$ cat config.mk
export PLATFORM = sky130hd
export DESIGN_NAME = selective_repeat_reorder_buffer
export DESIGN_NICKNAME = d
export VERILOG_FILES = /design/src/sv/srrb_pkg.sv /design/src/sv/srrb_front.sv /design/src/sv/srrb_fifo.sv /design/src/sv/srrb_back.sv /design/src/sv/selective_repeat_reorder_buffer.sv
export SDC_FILE = /design/constraint.sdc
export NUM_CORES = 1
export LEC_CHECK = 0
export BUFFER_PORTS_ARGS = -buffer_cell sky130_fd_sc_hd__buf_2
export CAP_MARGIN = 10
export CORE_MARGIN = 2
export CORE_UTILIZATION = 52
export DETAILED_ROUTE_END_ITERATION = 8
export PLACE_DENSITY = 0.69
export SLEW_MARGIN = 20
export SYNTH_ARGS = -nofsm -noshare
export SYNTH_HDL_FRONTEND = slang
export SYNTH_SLANG_ARGS = --single-unit
export TNS_END_PERCENT = 30
$ cat constraint.sdc
create_clock -name clk -period 11.85 [get_ports clk]
set_clock_uncertainty 0.2 [all_clocks]
set_input_delay 0.5925 -clock clk [delete_from_list [all_inputs] [get_ports clk]]
set_output_delay 0.5925 -clock clk [all_outputs]
set_load 0.02 [all_outputs]
$ cat src/sv/srrb_pkg.sv
// Shared types and constants for the selective repeat reorder buffer.
// No dependencies; imported by every module of the block.
`default_nettype none
package srrb_pkg;

	localparam int SEQ_W             = 16;
	localparam int DATA_W            = 32;
	localparam int WINDOW_DEF        = 8;
	localparam int PAYLOAD_WIDTH_DEF = 32;
	localparam int FIFO_DEPTH        = 4;

	typedef struct packed {
		logic [SEQ_W-1:0]  seq;
		logic [DATA_W-1:0] pay;
		logic              last;
	} item_t;

	typedef struct packed {
		logic              strobe;
		logic [DATA_W-1:0] pay;
		logic [SEQ_W-1:0]  seq;
		logic              eos;
		logic              evicted;
		logic              last_run;
	} result_t;

	typedef struct packed {
		logic full;
		logic room;
	} fifo_stat_t;

	typedef enum logic [1:0] {
		ST_IDLE,
		ST_LOOKUP,
		ST_FIRST,
		ST_DRAIN
	} back_state_t;

endpackage
`default_nettype wire

$ cat src/sv/srrb_front.sv
// Front stage: takes input transfers and works out the slot index seq mod WINDOW.
// Depends on srrb_pkg; feeds srrb_fifo.
`default_nettype none
module srrb_front #(
	parameter int WINDOW        = srrb_pkg::WINDOW_DEF,
	parameter int PAYLOAD_WIDTH = srrb_pkg::PAYLOAD_WIDTH_DEF
) (
	input  wire logic                       clk,
	input  wire logic                       arst_n,
	input  wire logic                       start,
	input  wire logic [srrb_pkg::SEQ_W-1:0] seq_no,
	input  wire logic [srrb_pkg::DATA_W-1:0] payload,
	input  wire logic                       last_flag,
	output logic                            busy,
	input  wire logic                       room,
	output logic                            push,
	output srrb_pkg::item_t                 push_item,
	output logic [$clog2(WINDOW)-1:0]       push_idx
);
	import srrb_pkg::*;

	localparam int IDX_W = $clog2(WINDOW);
	localparam int SW    = (PAYLOAD_WIDTH < DATA_W) ? PAYLOAD_WIDTH : DATA_W;
	localparam logic [31:0] RECIP = 32'((64'd1 << 32) / WINDOW);

	logic        accept;
	logic        s1_valid_q;
	item_t       item_s1;
	logic [47:0] prod_s1;
	logic [15:0] quo;
	logic [16:0] qw;
	logic [16:0] rem_raw;
	logic [16:0] rem;

	assign busy   = s1_valid_q || !room;
	assign accept = start && !busy;

	always_ff @(posedge clk or negedge arst_n) begin
		if (!arst_n) begin
			s1_valid_q <= 1'b0;
		end else begin
			s1_valid_q <= accept;
		end
	end

	always_ff @(posedge clk) begin
		if (accept) begin
			item_s1.seq  <= seq_no;
			item_s1.pay  <= DATA_W'(payload[SW-1:0]);
			item_s1.last <= last_flag;
			prod_s1      <= 48'(seq_no) * 48'(RECIP);
		end
	end

	// reciprocal estimate is low by at most one, one correction step
	always_comb begin
		quo     = prod_s1[47:32];
		qw      = 17'(32'(quo) * 32'(WINDOW));
		rem_raw = {1'b0, item_s1.seq} - qw;
		rem     = (rem_raw >= 17'(WINDOW)) ? rem_raw - 17'(WINDOW) : rem_raw;
	end

	assign push      = s1_valid_q;
	assign push_item = item_s1;
	assign push_idx  = rem[IDX_W-1:0];

endmodule
`default_nettype wire

$ cat src/sv/srrb_fifo.sv
// Short queue between the front stage and the back sequencer.
// Depends on srrb_pkg for the status struct.
`default_nettype none
module srrb_fifo #(
	parameter int WIDTH = 8,
	parameter int DEPTH = srrb_pkg::FIFO_DEPTH
) (
	input  wire logic             clk,
	input  wire logic             arst_n,
	input  wire logic             push,
	input  wire logic [WIDTH-1:0] wdata,
	input  wire logic             pop,
	output logic [WIDTH-1:0]      rdata,
	output logic                  empty,
	output srrb_pkg::fifo_stat_t  stat
);
	import srrb_pkg::*;

	localparam int PW = $clog2(DEPTH);
	localparam int CW = $clog2(DEPTH + 1);

	logic [WIDTH-1:0] mem_q [DEPTH];
	logic [PW-1:0]    wr_ptr_q;
	logic [PW-1:0]    rd_ptr_q;
	logic [CW-1:0]    cnt_q;

	always_ff @(posedge clk or negedge arst_n) begin
		if (!arst_n) begin
			wr_ptr_q <= '0;
			rd_ptr_q <= '0;
			cnt_q    <= '0;
		end else begin
			if (push) begin
				wr_ptr_q <= (wr_ptr_q == PW'(DEPTH - 1)) ? '0 : wr_ptr_q + 1'b1;
			end
			if (pop) begin
				rd_ptr_q <= (rd_ptr_q == PW'(DEPTH - 1)) ? '0 : rd_ptr_q + 1'b1;
			end
			if (push && !pop) begin
				cnt_q <= cnt_q + 1'b1;
			end else if (pop && !push) begin
				cnt_q <= cnt_q - 1'b1;
			end
		end
	end

	always_ff @(posedge clk) begin
		if (push) begin
			mem_q[wr_ptr_q] <= wdata;
		end
	end

	assign rdata     = mem_q[rd_ptr_q];
	assign empty     = (cnt_q == '0);
	assign stat.full = (cnt_q == CW'(DEPTH));
	// room for one more transfer on top of the one the front may hold
	assign stat.room = (cnt_q <= CW'(DEPTH - 2));

endmodule
`default_nettype wire

$ cat src/sv/srrb_back.sv
// Back sequencer: slot memory, valid bits, head pointer, eviction and in-order drain.
// Depends on srrb_pkg; pops from srrb_fifo.
`default_nettype none
module srrb_back #(
	parameter int WINDOW        = srrb_pkg::WINDOW_DEF,
	parameter int PAYLOAD_WIDTH = srrb_pkg::PAYLOAD_WIDTH_DEF
) (
	input  wire logic                        clk,
	input  wire logic                        arst_n,
	input  wire logic                        empty,
	input  wire srrb_pkg::item_t             fifo_item,
	input  wire logic [$clog2(WINDOW)-1:0]   fifo_idx,
	output logic                             pop,
	output srrb_pkg::result_t                res
);
	import srrb_pkg::*;

	localparam int IDX_W = $clog2(WINDOW);
	localparam int SW    = (PAYLOAD_WIDTH < DATA_W) ? PAYLOAD_WIDTH : DATA_W;

	back_state_t st_q, st_d;

	logic [SEQ_W-1:0] mem_seq  [WINDOW];
	logic [SW-1:0]    mem_pay  [WINDOW];
	logic             mem_last [WINDOW];

	logic [SEQ_W-1:0] rd_seq_q;
	logic [SW-1:0]    rd_pay_q;
	logic             rd_last_q;

	logic [WINDOW-1:0] valid_q;
	logic [IDX_W-1:0]  head_q;
	logic [IDX_W-1:0]  head_nx;
	item_t             cur_q;
	logic [IDX_W-1:0]  cur_idx_q;

	logic [IDX_W-1:0]  rd_addr;
	logic              wr_en;
	logic              clr_head;
	logic              adv_head;
	logic              hit;
	logic              dup;
	logic              at_head;
	logic              more;

	logic              strobe_q;
	logic              emit;
	result_t           out_d;
	result_t           out_q;

	assign head_nx = (head_q == IDX_W'(WINDOW - 1)) ? '0 : head_q + 1'b1;
	assign hit     = valid_q[cur_idx_q];
	assign dup     = hit && (rd_seq_q >= cur_q.seq);
	assign at_head = (cur_idx_q == head_q);
	assign more    = valid_q[head_nx];

	always_ff @(posedge clk or negedge arst_n) begin
		if (!arst_n) begin
			st_q <= ST_IDLE;
		end else begin
			st_q <= st_d;
		end
	end

	always_comb begin
		st_d     = st_q;
		pop      = 1'b0;
		rd_addr  = fifo_idx;
		wr_en    = 1'b0;
		clr_head = 1'b0;
		adv_head = 1'b0;
		emit     = 1'b0;
		out_d    = '0;
		case (st_q)
			ST_IDLE: begin
				if (!empty) begin
					pop  = 1'b1;
					st_d = ST_LOOKUP;
				end
			end
			ST_LOOKUP: begin
				if (dup) begin
					st_d = ST_IDLE;
				end else if (hit) begin
					emit             = 1'b1;
					out_d.pay        = DATA_W'(rd_pay_q);
					out_d.seq        = rd_seq_q;
					out_d.evicted    = 1'b1;
					out_d.last_run   = !at_head;
					if (at_head) begin
						clr_head = 1'b1;
						st_d     = ST_FIRST;
					end else begin
						wr_en = 1'b1;
						st_d  = ST_IDLE;
					end
				end else if (at_head) begin
					// new packet lands on the head: deliver it straight away
					emit           = 1'b1;
					out_d.pay      = cur_q.pay;
					out_d.seq      = cur_q.seq;
					out_d.eos      = cur_q.last;
					out_d.last_run = !more;
					adv_head       = 1'b1;
					rd_addr        = head_nx;
					st_d           = more ? ST_DRAIN : ST_IDLE;
				end else begin
					wr_en = 1'b1;
					st_d  = ST_IDLE;
				end
			end
			ST_FIRST: begin
				emit           = 1'b1;
				out_d.pay      = cur_q.pay;
				out_d.seq      = cur_q.seq;
				out_d.eos      = cur_q.last;
				out_d.last_run = !more;
				adv_head       = 1'b1;
				rd_addr        = head_nx;
				st_d           = more ? ST_DRAIN : ST_IDLE;
			end
			ST_DRAIN: begin
				emit           = 1'b1;
				out_d.pay      = DATA_W'(rd_pay_q);
				out_d.seq      = rd_seq_q;
				out_d.eos      = rd_last_q;
				out_d.last_run = !more;
				clr_head       = 1'b1;
				adv_head       = 1'b1;
				rd_addr        = head_nx;
				st_d           = more ? ST_DRAIN : ST_IDLE;
			end
			default: begin
				st_d = ST_IDLE;
			end
		endcase
	end

	always_ff @(posedge clk or negedge arst_n) begin
		if (!arst_n) begin
			valid_q  <= '0;
			head_q   <= '0;
			strobe_q <= 1'b0;
		end else begin
			strobe_q <= emit;
			if (wr_en) begin
				valid_q[cur_idx_q] <= 1'b1;
			end
			if (clr_head) begin
				valid_q[head_q] <= 1'b0;
			end
			if (adv_head) begin
				head_q <= head_nx;
			end
		end
	end

	always_ff @(posedge clk) begin
		if (pop) begin
			cur_q     <= fifo_item;
			cur_idx_q <= fifo_idx;
		end
		if (wr_en) begin
			mem_seq[cur_idx_q]  <= cur_q.seq;
			mem_pay[cur_idx_q]  <= cur_q.pay[SW-1:0];
			mem_last[cur_idx_q] <= cur_q.last;
		end
		rd_seq_q  <= mem_seq[rd_addr];
		rd_pay_q  <= mem_pay[rd_addr];
		rd_last_q <= mem_last[rd_addr];
		if (emit) begin
			out_q <= out_d;
		end
	end

	always_comb begin
		res        = out_q;
		res.strobe = strobe_q;
	end

endmodule
`default_nettype wire

$ cat src/sv/selective_repeat_reorder_buffer.sv
// Top level of the selective repeat reorder buffer.
// Depends on srrb_pkg, srrb_front, srrb_fifo and srrb_back.
//
// A packet transfers when start is high and busy is low; busy rises for the cycle after
// every transfer, and also while the four-entry queue is nearly full. Results leave on
// the result ports for one cycle each, flagged by result_strobe, and cannot be held off.
// The back sequencer handles each packet in two steps (queue pop, then slot memory read
// and compare) and pops no new packet until it has emitted its results; a drain runs one
// delivery per cycle from the slot memory. On the way in, a packet passes the front
// stage register, the queue and the current-packet register; results are registered.
`default_nettype none
module selective_repeat_reorder_buffer #(
	parameter int WINDOW        = srrb_pkg::WINDOW_DEF,
	parameter int PAYLOAD_WIDTH = srrb_pkg::PAYLOAD_WIDTH_DEF
) (
	input  wire logic                        clk,
	input  wire logic                        arst_n,
	input  wire logic                        start,
	input  wire logic [srrb_pkg::SEQ_W-1:0]  seq_no,
	input  wire logic [srrb_pkg::DATA_W-1:0] payload,
	input  wire logic                        last_flag,
	output logic                             busy,
	output logic                             result_strobe,
	output logic [srrb_pkg::DATA_W-1:0]      out_payload,
	output logic [srrb_pkg::SEQ_W-1:0]       out_seq_no,
	output logic                             end_of_stream,
	output logic                             evicted,
	output logic                             last_of_run
);
	import srrb_pkg::*;

	localparam int IDX_W  = $clog2(WINDOW);
	localparam int QW     = $bits(item_t) + IDX_W;

	logic             push;
	item_t            push_item;
	logic [IDX_W-1:0] push_idx;
	fifo_stat_t       fstat;
	logic             pop;
	logic             empty;
	logic [QW-1:0]    q_rdata;
	item_t            fifo_item;
	logic [IDX_W-1:0] fifo_idx;
	result_t          res;

	srrb_front #(
		.WINDOW        (WINDOW),
		.PAYLOAD_WIDTH (PAYLOAD_WIDTH)
	) u_front (
		.clk            (clk),
		.arst_n         (arst_n),
		.start          (start),
		.seq_no         (seq_no),
		.payload        (payload),
		.last_flag      (last_flag),
		.busy           (busy),
		.room           (fstat.room),
		.push           (push),
		.push_item      (push_item),
		.push_idx       (push_idx)
	);

	srrb_fifo #(
		.WIDTH (QW),
		.DEPTH (FIFO_DEPTH)
	) u_fifo (
		.clk    (clk),
		.arst_n (arst_n),
		.push   (push),
		.wdata  ({push_idx, push_item}),
		.pop    (pop),
		.rdata  (q_rdata),
		.empty  (empty),
		.stat   (fstat)
	);

	assign fifo_item = q_rdata[$bits(item_t)-1:0];
	assign fifo_idx  = q_rdata[QW-1:$bits(item_t)];

	srrb_back #(
		.WINDOW        (WINDOW),
		.PAYLOAD_WIDTH (PAYLOAD_WIDTH)
	) u_back (
		.clk       (clk),
		.arst_n    (arst_n),
		.empty     (empty),
		.fifo_item (fifo_item),
		.fifo_idx  (fifo_idx),
		.pop       (pop),
		.res       (res)
	);

	assign result_strobe = res.strobe;
	assign out_payload   = res.pay;
	assign out_seq_no    = res.seq;
	assign end_of_stream = res.eos;
	assign evicted       = res.evicted;
	assign last_of_run   = res.last_run;

	a_busy_after_xfer: assert property (@(posedge clk) disable iff (!arst_n)
		start && !busy |=> busy)
		else $error("busy not raised after input transfer");

	a_no_push_full: assert property (@(posedge clk) disable iff (!arst_n)
		push |-> !fstat.full)
		else $error("queue push while full");

	a_evict_no_eos: assert property (@(posedge clk) disable iff (!arst_n)
		result_strobe && evicted |-> !end_of_stream)
		else $error("evicted result flagged end of stream");

	a_no_pop_empty: assert property (@(posedge clk) disable iff (!arst_n)
		pop |-> !empty)
		else $error("queue pop while empty");

endmodule
`default_nettype wire

### Yosys cells after proc, flatten, opt, wreduce, memory -nomap -nowiden

Memory sizes are Yosys's and may differ from the RTL's. A register that Yosys moved wholly into a read port is not among the register bits.
Index checks and enable logic that the tools add are counted.

* register bits: 174
* bits in writable memories: 600
* input bits: 52
* logic and storage cells: 124
* memories: 4

* $add $sub $neg: 7
* order comparisons: 8
* equal/unequal tests: 8
* muxes and demuxes: 55
* bitwise logic cells: 4
* reduce and logical (&&, ||, !) cells: 18

Memories
* u_back.mem_pay: words 8, bits a word 32, rd ports 1, clocked after Yosys merged registers in 1, write ports 1, RTL line srrb_back.sv:24 `logic [SW-1:0] mem_pay [WINDOW];`
* u_fifo.mem_q: words 4, bits a word 52, rd ports 1, clocked after Yosys merged registers in 0, write ports 1, RTL line srrb_fifo.sv:22 `logic [WIDTH-1:0] mem_q [DEPTH];`
* u_back.mem_seq: words 8, bits a word 16, rd ports 1, clocked after Yosys merged registers in 1, write ports 1, RTL line srrb_back.sv:23 `logic [SEQ_W-1:0] mem_seq [WINDOW];`
* u_back.mem_last: words 8, bits a word 1, rd ports 1, clocked after Yosys merged registers in 1, write ports 1, RTL line srrb_back.sv:25 `logic mem_last [WINDOW];`

Operators with widths (count)
* 49-bit one-hot mux with 3 select lines: 1
* 51-bit two-way mux: 1
* 49-bit two-way mux: 1
* 48-bit two-way mux: 1
* 1-bit two-way mux: 24
* 3-bit two-way mux: 7
* 17-bit by 4-bit greater-or-equal comparator with 1-bit output (second input constant): 1
* 16-bit by 16-bit subtractor with 17-bit output: 1
* 16-bit greater-or-equal comparator: 1
* 2-bit two-way mux: 8
* 8-bit two-way mux: 2
* 3-bit by 4-bit < comparator with 1-bit output (second input constant): 3
* 8-bit AND: 1
* 2-bit equality test (second input constant): 4
* 8-bit NOT: 1
* 8-bit OR: 1
* 1-bit one-hot mux with 2 select lines: 4
* 3-bit by 1-bit adder with 3-bit output (second input constant): 2
* 1-bit binary-select mux with 3-bit select: 2
* 1-bit demux with 3-bit select: 2
* 3-bit by 1-bit greater-or-equal comparator with 1-bit output (second input constant): 2
* 1-bit logical AND: 6
* 1-bit zero test: 6
* 2-bit one-hot mux with 3 select lines: 1
* other kinds (14): 17

### Depth between registers and ports, before layout

* depth after elaboration: 9
* depth in mapped cells: 12

### Modules after synthesis

A second synthesis with hierarchy kept.

* cells, all modules: 2265
* area, all modules: 34364.2 sq um

By module, submodules not included
* srrb_back: instances 1, cells each 1900, area an instance 24840.1 sq um, seq. area each 16195.5 sq um
* srrb_fifo: instances 1, cells each 310, area an instance 7990.2 sq um, seq. area each 6421.2 sq um
* srrb_front: instances 1, cells each 55, area an instance 1534.0 sq um, seq. area each 1496.4 sq um

### Least setup slack after synthesis

OpenSTA, ideal clock, no wires.

* kind: flip-flop to flip-flop
* from: register u_back.cur_idx_q[1]
* to: register u_back.valid_q[0]
* setup time: 0.083 ns
* arrival time: 7.362 ns
* required time: 11.567 ns
* slack: 4.206 ns
* cell stages (with the launch flop): 11
* clock period less this slack: 7.644 ns
* path through: edfxtp_1 buf_2 inv_1 ha_1 a2111oi_0 o31a_1 o22ai_1 nor2b_1 clkbuf_1 nor4_1 o32a_1

* longest elaborated chain between the ends: 8

RTL lines
* start: declaration: RTL line srrb_back.sv:35 `logic [IDX_W-1:0] cur_idx_q;`
* start signal: assignment: RTL line srrb_back.sv:161 `cur_idx_q <= fifo_idx;`
* 3-bit by 4-bit < comparator with 1-bit output (not written as such), or another cell as far along: RTL line srrb_back.sv:147 `valid_q[cur_idx_q] <= 1'b1;`
* 1-bit logical AND (not written as such) / 1-bit two-way mux (equally long branches): RTL line srrb_back.sv:147, srrb_back.sv:52
* 1-bit two-way mux (not written as such) / 1-bit logical AND (equally long branches): RTL line srrb_back.sv:147, srrb_back.sv:53
* 1-bit demux with 3-bit select / 1-bit two-way mux (equally long branches)
* 8-bit OR (no line) / 1-bit two-way mux (equally long branches)
* 8-bit two-way mux: RTL line srrb_back.sv:146 `if (wr_en) begin`
* 8-bit AND (no line)
* 8-bit two-way mux (*): RTL line srrb_back.sv:149 `if (clr_head) begin`
* end signal: assignment: RTL line srrb_back.sv:141 `valid_q <= '0;`
* end signal: indexed assignment: RTL line srrb_back.sv:147
* end signal: indexed assignment: RTL line srrb_back.sv:150 `valid_q[head_q] <= 1'b0;`
* end: declaration: RTL line srrb_back.sv:31 `logic [WINDOW-1:0] valid_q;`

Mark *: on every way between the ends. The rest lies on a longest branch, timed or not. The select of a mux whose other input is x is not followed.
A chain may end at the register's enable or synchronous reset.

### Worst setup path after layout

* from: register u_back.cur_idx_q[0]
* to: memory u_back.mem_seq[7][12] (enable)

* longest elaborated chain between the ends: 7

RTL lines
* 1-bit binary-select mux with 3-bit select: RTL line srrb_back.sv:52 `assign hit = valid_q[cur_idx_q];`
* 1-bit two-way mux (not written as such): RTL line srrb_back.sv:52
* 1-bit logical AND: RTL line srrb_back.sv:53 `assign dup = hit && (rd_seq_q >= cur_q.seq);`
* 1-bit two-way mux: RTL line srrb_back.sv:82 `if (dup) begin`
* 1-bit two-way mux: RTL line srrb_back.sv:74 `case (st_q)`
* 1-bit two-way mux: RTL line srrb_back.sv:163 `if (wr_en) begin`
* 1-bit two-way mux (not written as such): RTL line srrb_back.sv:164 `mem_seq[cur_idx_q] <= cur_q.seq;`
* end: declaration: RTL line srrb_back.sv:23

Several ways; a longest one is shown, not always the timed one. The select of a mux whose other input is x is not followed.

==> results.md <==
* Final Cycle Share at 0.416
* GRT Residual Overflow at 0
* Fin Hold WS at 298 ps
* Layout cells sized above 1 at 0.201
* WP data required at 11890 ps
* CTS max path bufs at 3
* Mapped Cells at 1669
* Part of the power in the clock network at 0.242
* Area growth, synth to finish at 15.2%
* Leak at 11.8 nW
* Inserted Diodes at 0
* Status: complete, no violations
* Via count at 15495
* Post-synth top area share at 0.740
* Xor-xnor portion of the synthesized cell area at 0.00176
* Maximum vdd drop at 0.222 mV
* TritonCTS clock tree: yes
* Comb pwr share at 0.313
* Post-CTS Setup Inserts at 0
* Prevailing post-synth register cell: edfxtp_1
* Area leader, netlist: edfxtp_1
* Vias in the first global route at 15644
* Post-synthesis simple-gate area fraction at 0.0358
* DIE AREA at 59400 um^2
* Die Ht at 244 um
* Yosys warns at 0
* Initial antenna violation count at 4
* DR vias/cell at 5.81
* Max Fanout on Critical Path at 25
* Slew headroom at 0.376
* Final setup fails at 0
* #FFs+latches synth at 808
* Area contributors post-synth: edfxtp_1 (74%), mux4_2 (3.8%), a21oi_1 (3.3%)
* MaxCap Viol Count at 0
* Largest family of logic cells by synthesized area: compound AO/OA/AOI/OAI gates
* Critical setup path kind: reg -> reg
* H-tree depth at 3
* Final hold vios at 0
* Crit. End Element: flop
* First-pass GRT wire length at 92400 um
* FP Rows at 87
* Post-synthesis sequential area ratio at 0.791
* Fmax at 203 MHz
* I/O Buffers at 104
* Worst hold path type: reg -> reg
* Distinct cell type count of the synthesized netlist at 58
* Synthesized area per cell at 17.9 um^2
* Overall Global Routing Usage at 0.205
* Worst slew pin tran at 936 ps
* CTS buffer count at 80
* Post-synthesis cell area at 29900 um^2
* Drt total wl at 60800 um
* Proportion of synthesized area in mux cells at 0.0425
* # DRC at 0
* Average wire per standard cell at 22.8 um
* Number of detailed-route iterations in the first pass at 5
* Power Internal at 6.94 mW
* Post-synth EDFFs at 737
* Clk_lat worst skew at 610 ps
* Adder-Cell Fraction of Synth Area at 0.0107
* Compound-gate portion of the synthesized area at 0.0977
* Fill count at 4078
* CTS resizes at 0
* Antenna Nets Post-Route at 0
* Core area at 56600 um^2
* HPWL Detailed at 31900 um
* Initial DRC count at 1615
* Commonest cells in the netlist: edfxtp_1 (737), nand2_1 (210), a21oi_1 (199)
* Reg power frac at 0.445
* CTS Sinks at 808
* Count leader, synth: edfxtp_1
* Fin. max-slew vios at 0
* NetSw at 3.68 mW
* Syn nets at 1746
* Sw Share at 0.347
* Starting Density at 0.528
* WP data arrival at 4970 ps
* CTS root buffer: clkbuf_16
* Clock transition at path regs at 60 ps
* # IOs at 105
* Net count reported at finish at 1921
* GPL Wtd Cong at 0.779
* Power per Cell Area at 308 nW/um^2
* CP Launch Type: flop
* Die Wd at 244 um
* Utilization after layout at 0.608
* Final Critical Period at 4930 ps
* Asr flop ratio synth at 0.0272
* Largest net degree at the start of global routing at 130
* Setup TNS at 0 ps
* RSZ-0062 raised after global routing: false
-- per-layer routing --
layer,up-vias,GRT usage,share of wire
met1,7946,0.290,0.43
met3,90,0.0307,0.062
met4,0,0.0647,0.020
li1,6924,-,-
met2,535,0.332,0.49
met5,-,0,0
-- layout by cell type, fill, tap and decap left out, types with 4 or more instances in the layout --
cell type / count
edfxtp_1: 737
nand2_1: 210
a21oi_1: 199
buf_2: 104
a22o_1: 98
clkbuf_16: 82
mux4_2: 51
dlygate4sd3_1: 50
dfxtp_1: 49
a221oi_2: 42
buf_4: 29
inv_1: 27
ha_1: 24
dfrtp_1: 20
clkbuf_1: 19
clkinv_2: 15
nor2_1: 10
bufinv_16: 10
o21ai_0: 8
clkbuf_8: 8
clkinv_1: 8
a221oi_1: 7
nor4_2: 6
o32a_1: 6
nand2b_1: 5
nor3_1: 4
xnor2_1: 4
mux2_2: 4
and2_2: 4
-- registers in the layout, indices dropped and copies added (netlist names) --
register / count
u_back.valid_q: 8
u_back.strobe_q: 1
u_back.rd_seq_q: 16
u_fifo.wr_ptr_q: 2
u_back.res: 51
u_back.rd_pay_q: 32
u_back.cur_q: 47
u_fifo.mem_q: 196
u_back.rd_last_q: 1
u_back.st_q: 2
u_back.cur_idx_q: 2
u_front.push: 1
u_front.prod_s1: 16
u_fifo.rd_ptr_q: 2
u_fifo.cnt_q: 3
u_back.mem_seq: 128
u_back.mem_last: 8
u_front.push_item: 33
u_back.mem_pay: 256
u_back.head_q: 3
-- through the flow --
step	instances	worst slack [ps]	power, mW	area (um^2)
floorplan	1669	4210	7.05	29900
global placement	2468	7130	7.95	31200
detailed placement	2468	7000	8.10	31200
CTS	2666	6960	10.7	34400
global route	2666	6660	11.1	34400
finish	2666	6920	10.6	34400
-- worst paths after layout --
path	from	end	slack (ps)	cells past startpoint
max reg2reg	u_back.cur_idx_q[0]$_DFFE_PP_	u_back.mem_seq[7][12]$_DFFE_PP_	6920	9
min reg2reg	u_front.prod_s1[39]$_DFFE_PP_	u_fifo.mem_q[2][43]$_DFFE_PP_	300	0
min in group asynchronous	arst_n	u_fifo.wr_ptr_q[0]$_DFFE_PN0P_	330	2
min	u_front.prod_s1[39]$_DFFE_PP_	u_fifo.mem_q[2][43]$_DFFE_PP_	300	0
max	u_back.cur_idx_q[0]$_DFFE_PP_	u_back.mem_seq[7][12]$_DFFE_PP_	6920	9
max in group asynchronous	arst_n	u_fifo.rd_ptr_q[0]$_DFFE_PN0P_	10700	2
-- power by group through the flow --
stage | Combinational (mW) | Sequential, mW | Clock (mW)
6_report | 3.33 | 4.72 | 2.57
3_3_place_gp | 3.23 | 4.72 | 0
5_1_grt | 3.60 | 4.80 | 2.73
4_1_cts | 3.35 | 4.72 | 2.62
2_1_floorplan | 2.28 | 4.77 | 0
3_5_place_dp | 3.33 | 4.78 | 0
-- logic make-up (layout without fill, tap and decap cells) --
family,Yosys count,after routing
flops,808,808
fa+ha+maj,25,25
simple gates,261,261
mux,61,61
compound gates,388,388
buf+inv,120,361
xor+xnor,6,6
-- area by class of cell --
cell class	instances	area (um^2)	share of cell area
Inverter	28	105	0.00305
Sequential cell	808	23700	0.687
Clock buffer	109	2230	0.0649
Timing Repair Buffer	185	1260	0.0366
Clock inverter	39	462	0.0134
Tap cell	756	946	0.0275
Multi-Input combinational cell	741	5760	0.167
-- repair_timing --
item | in CTS | in global routing
endpoints found under the hold margin | 71 | 0
hold buffers | 50 | 0
setup endpoints to repair | 0 | 0
-- worst max-delay path: stages, from the launching register on --
cell       delay [ps]
edfxtp_1          850
ha_1              350
nand2b_1          150
a2111oi_0         530
o31a_1            190
o22ai_1           160
nor2b_1           330
or3_1             520
nor2_4            720
buf_4             540
Power figures use the tool's default switching activity.
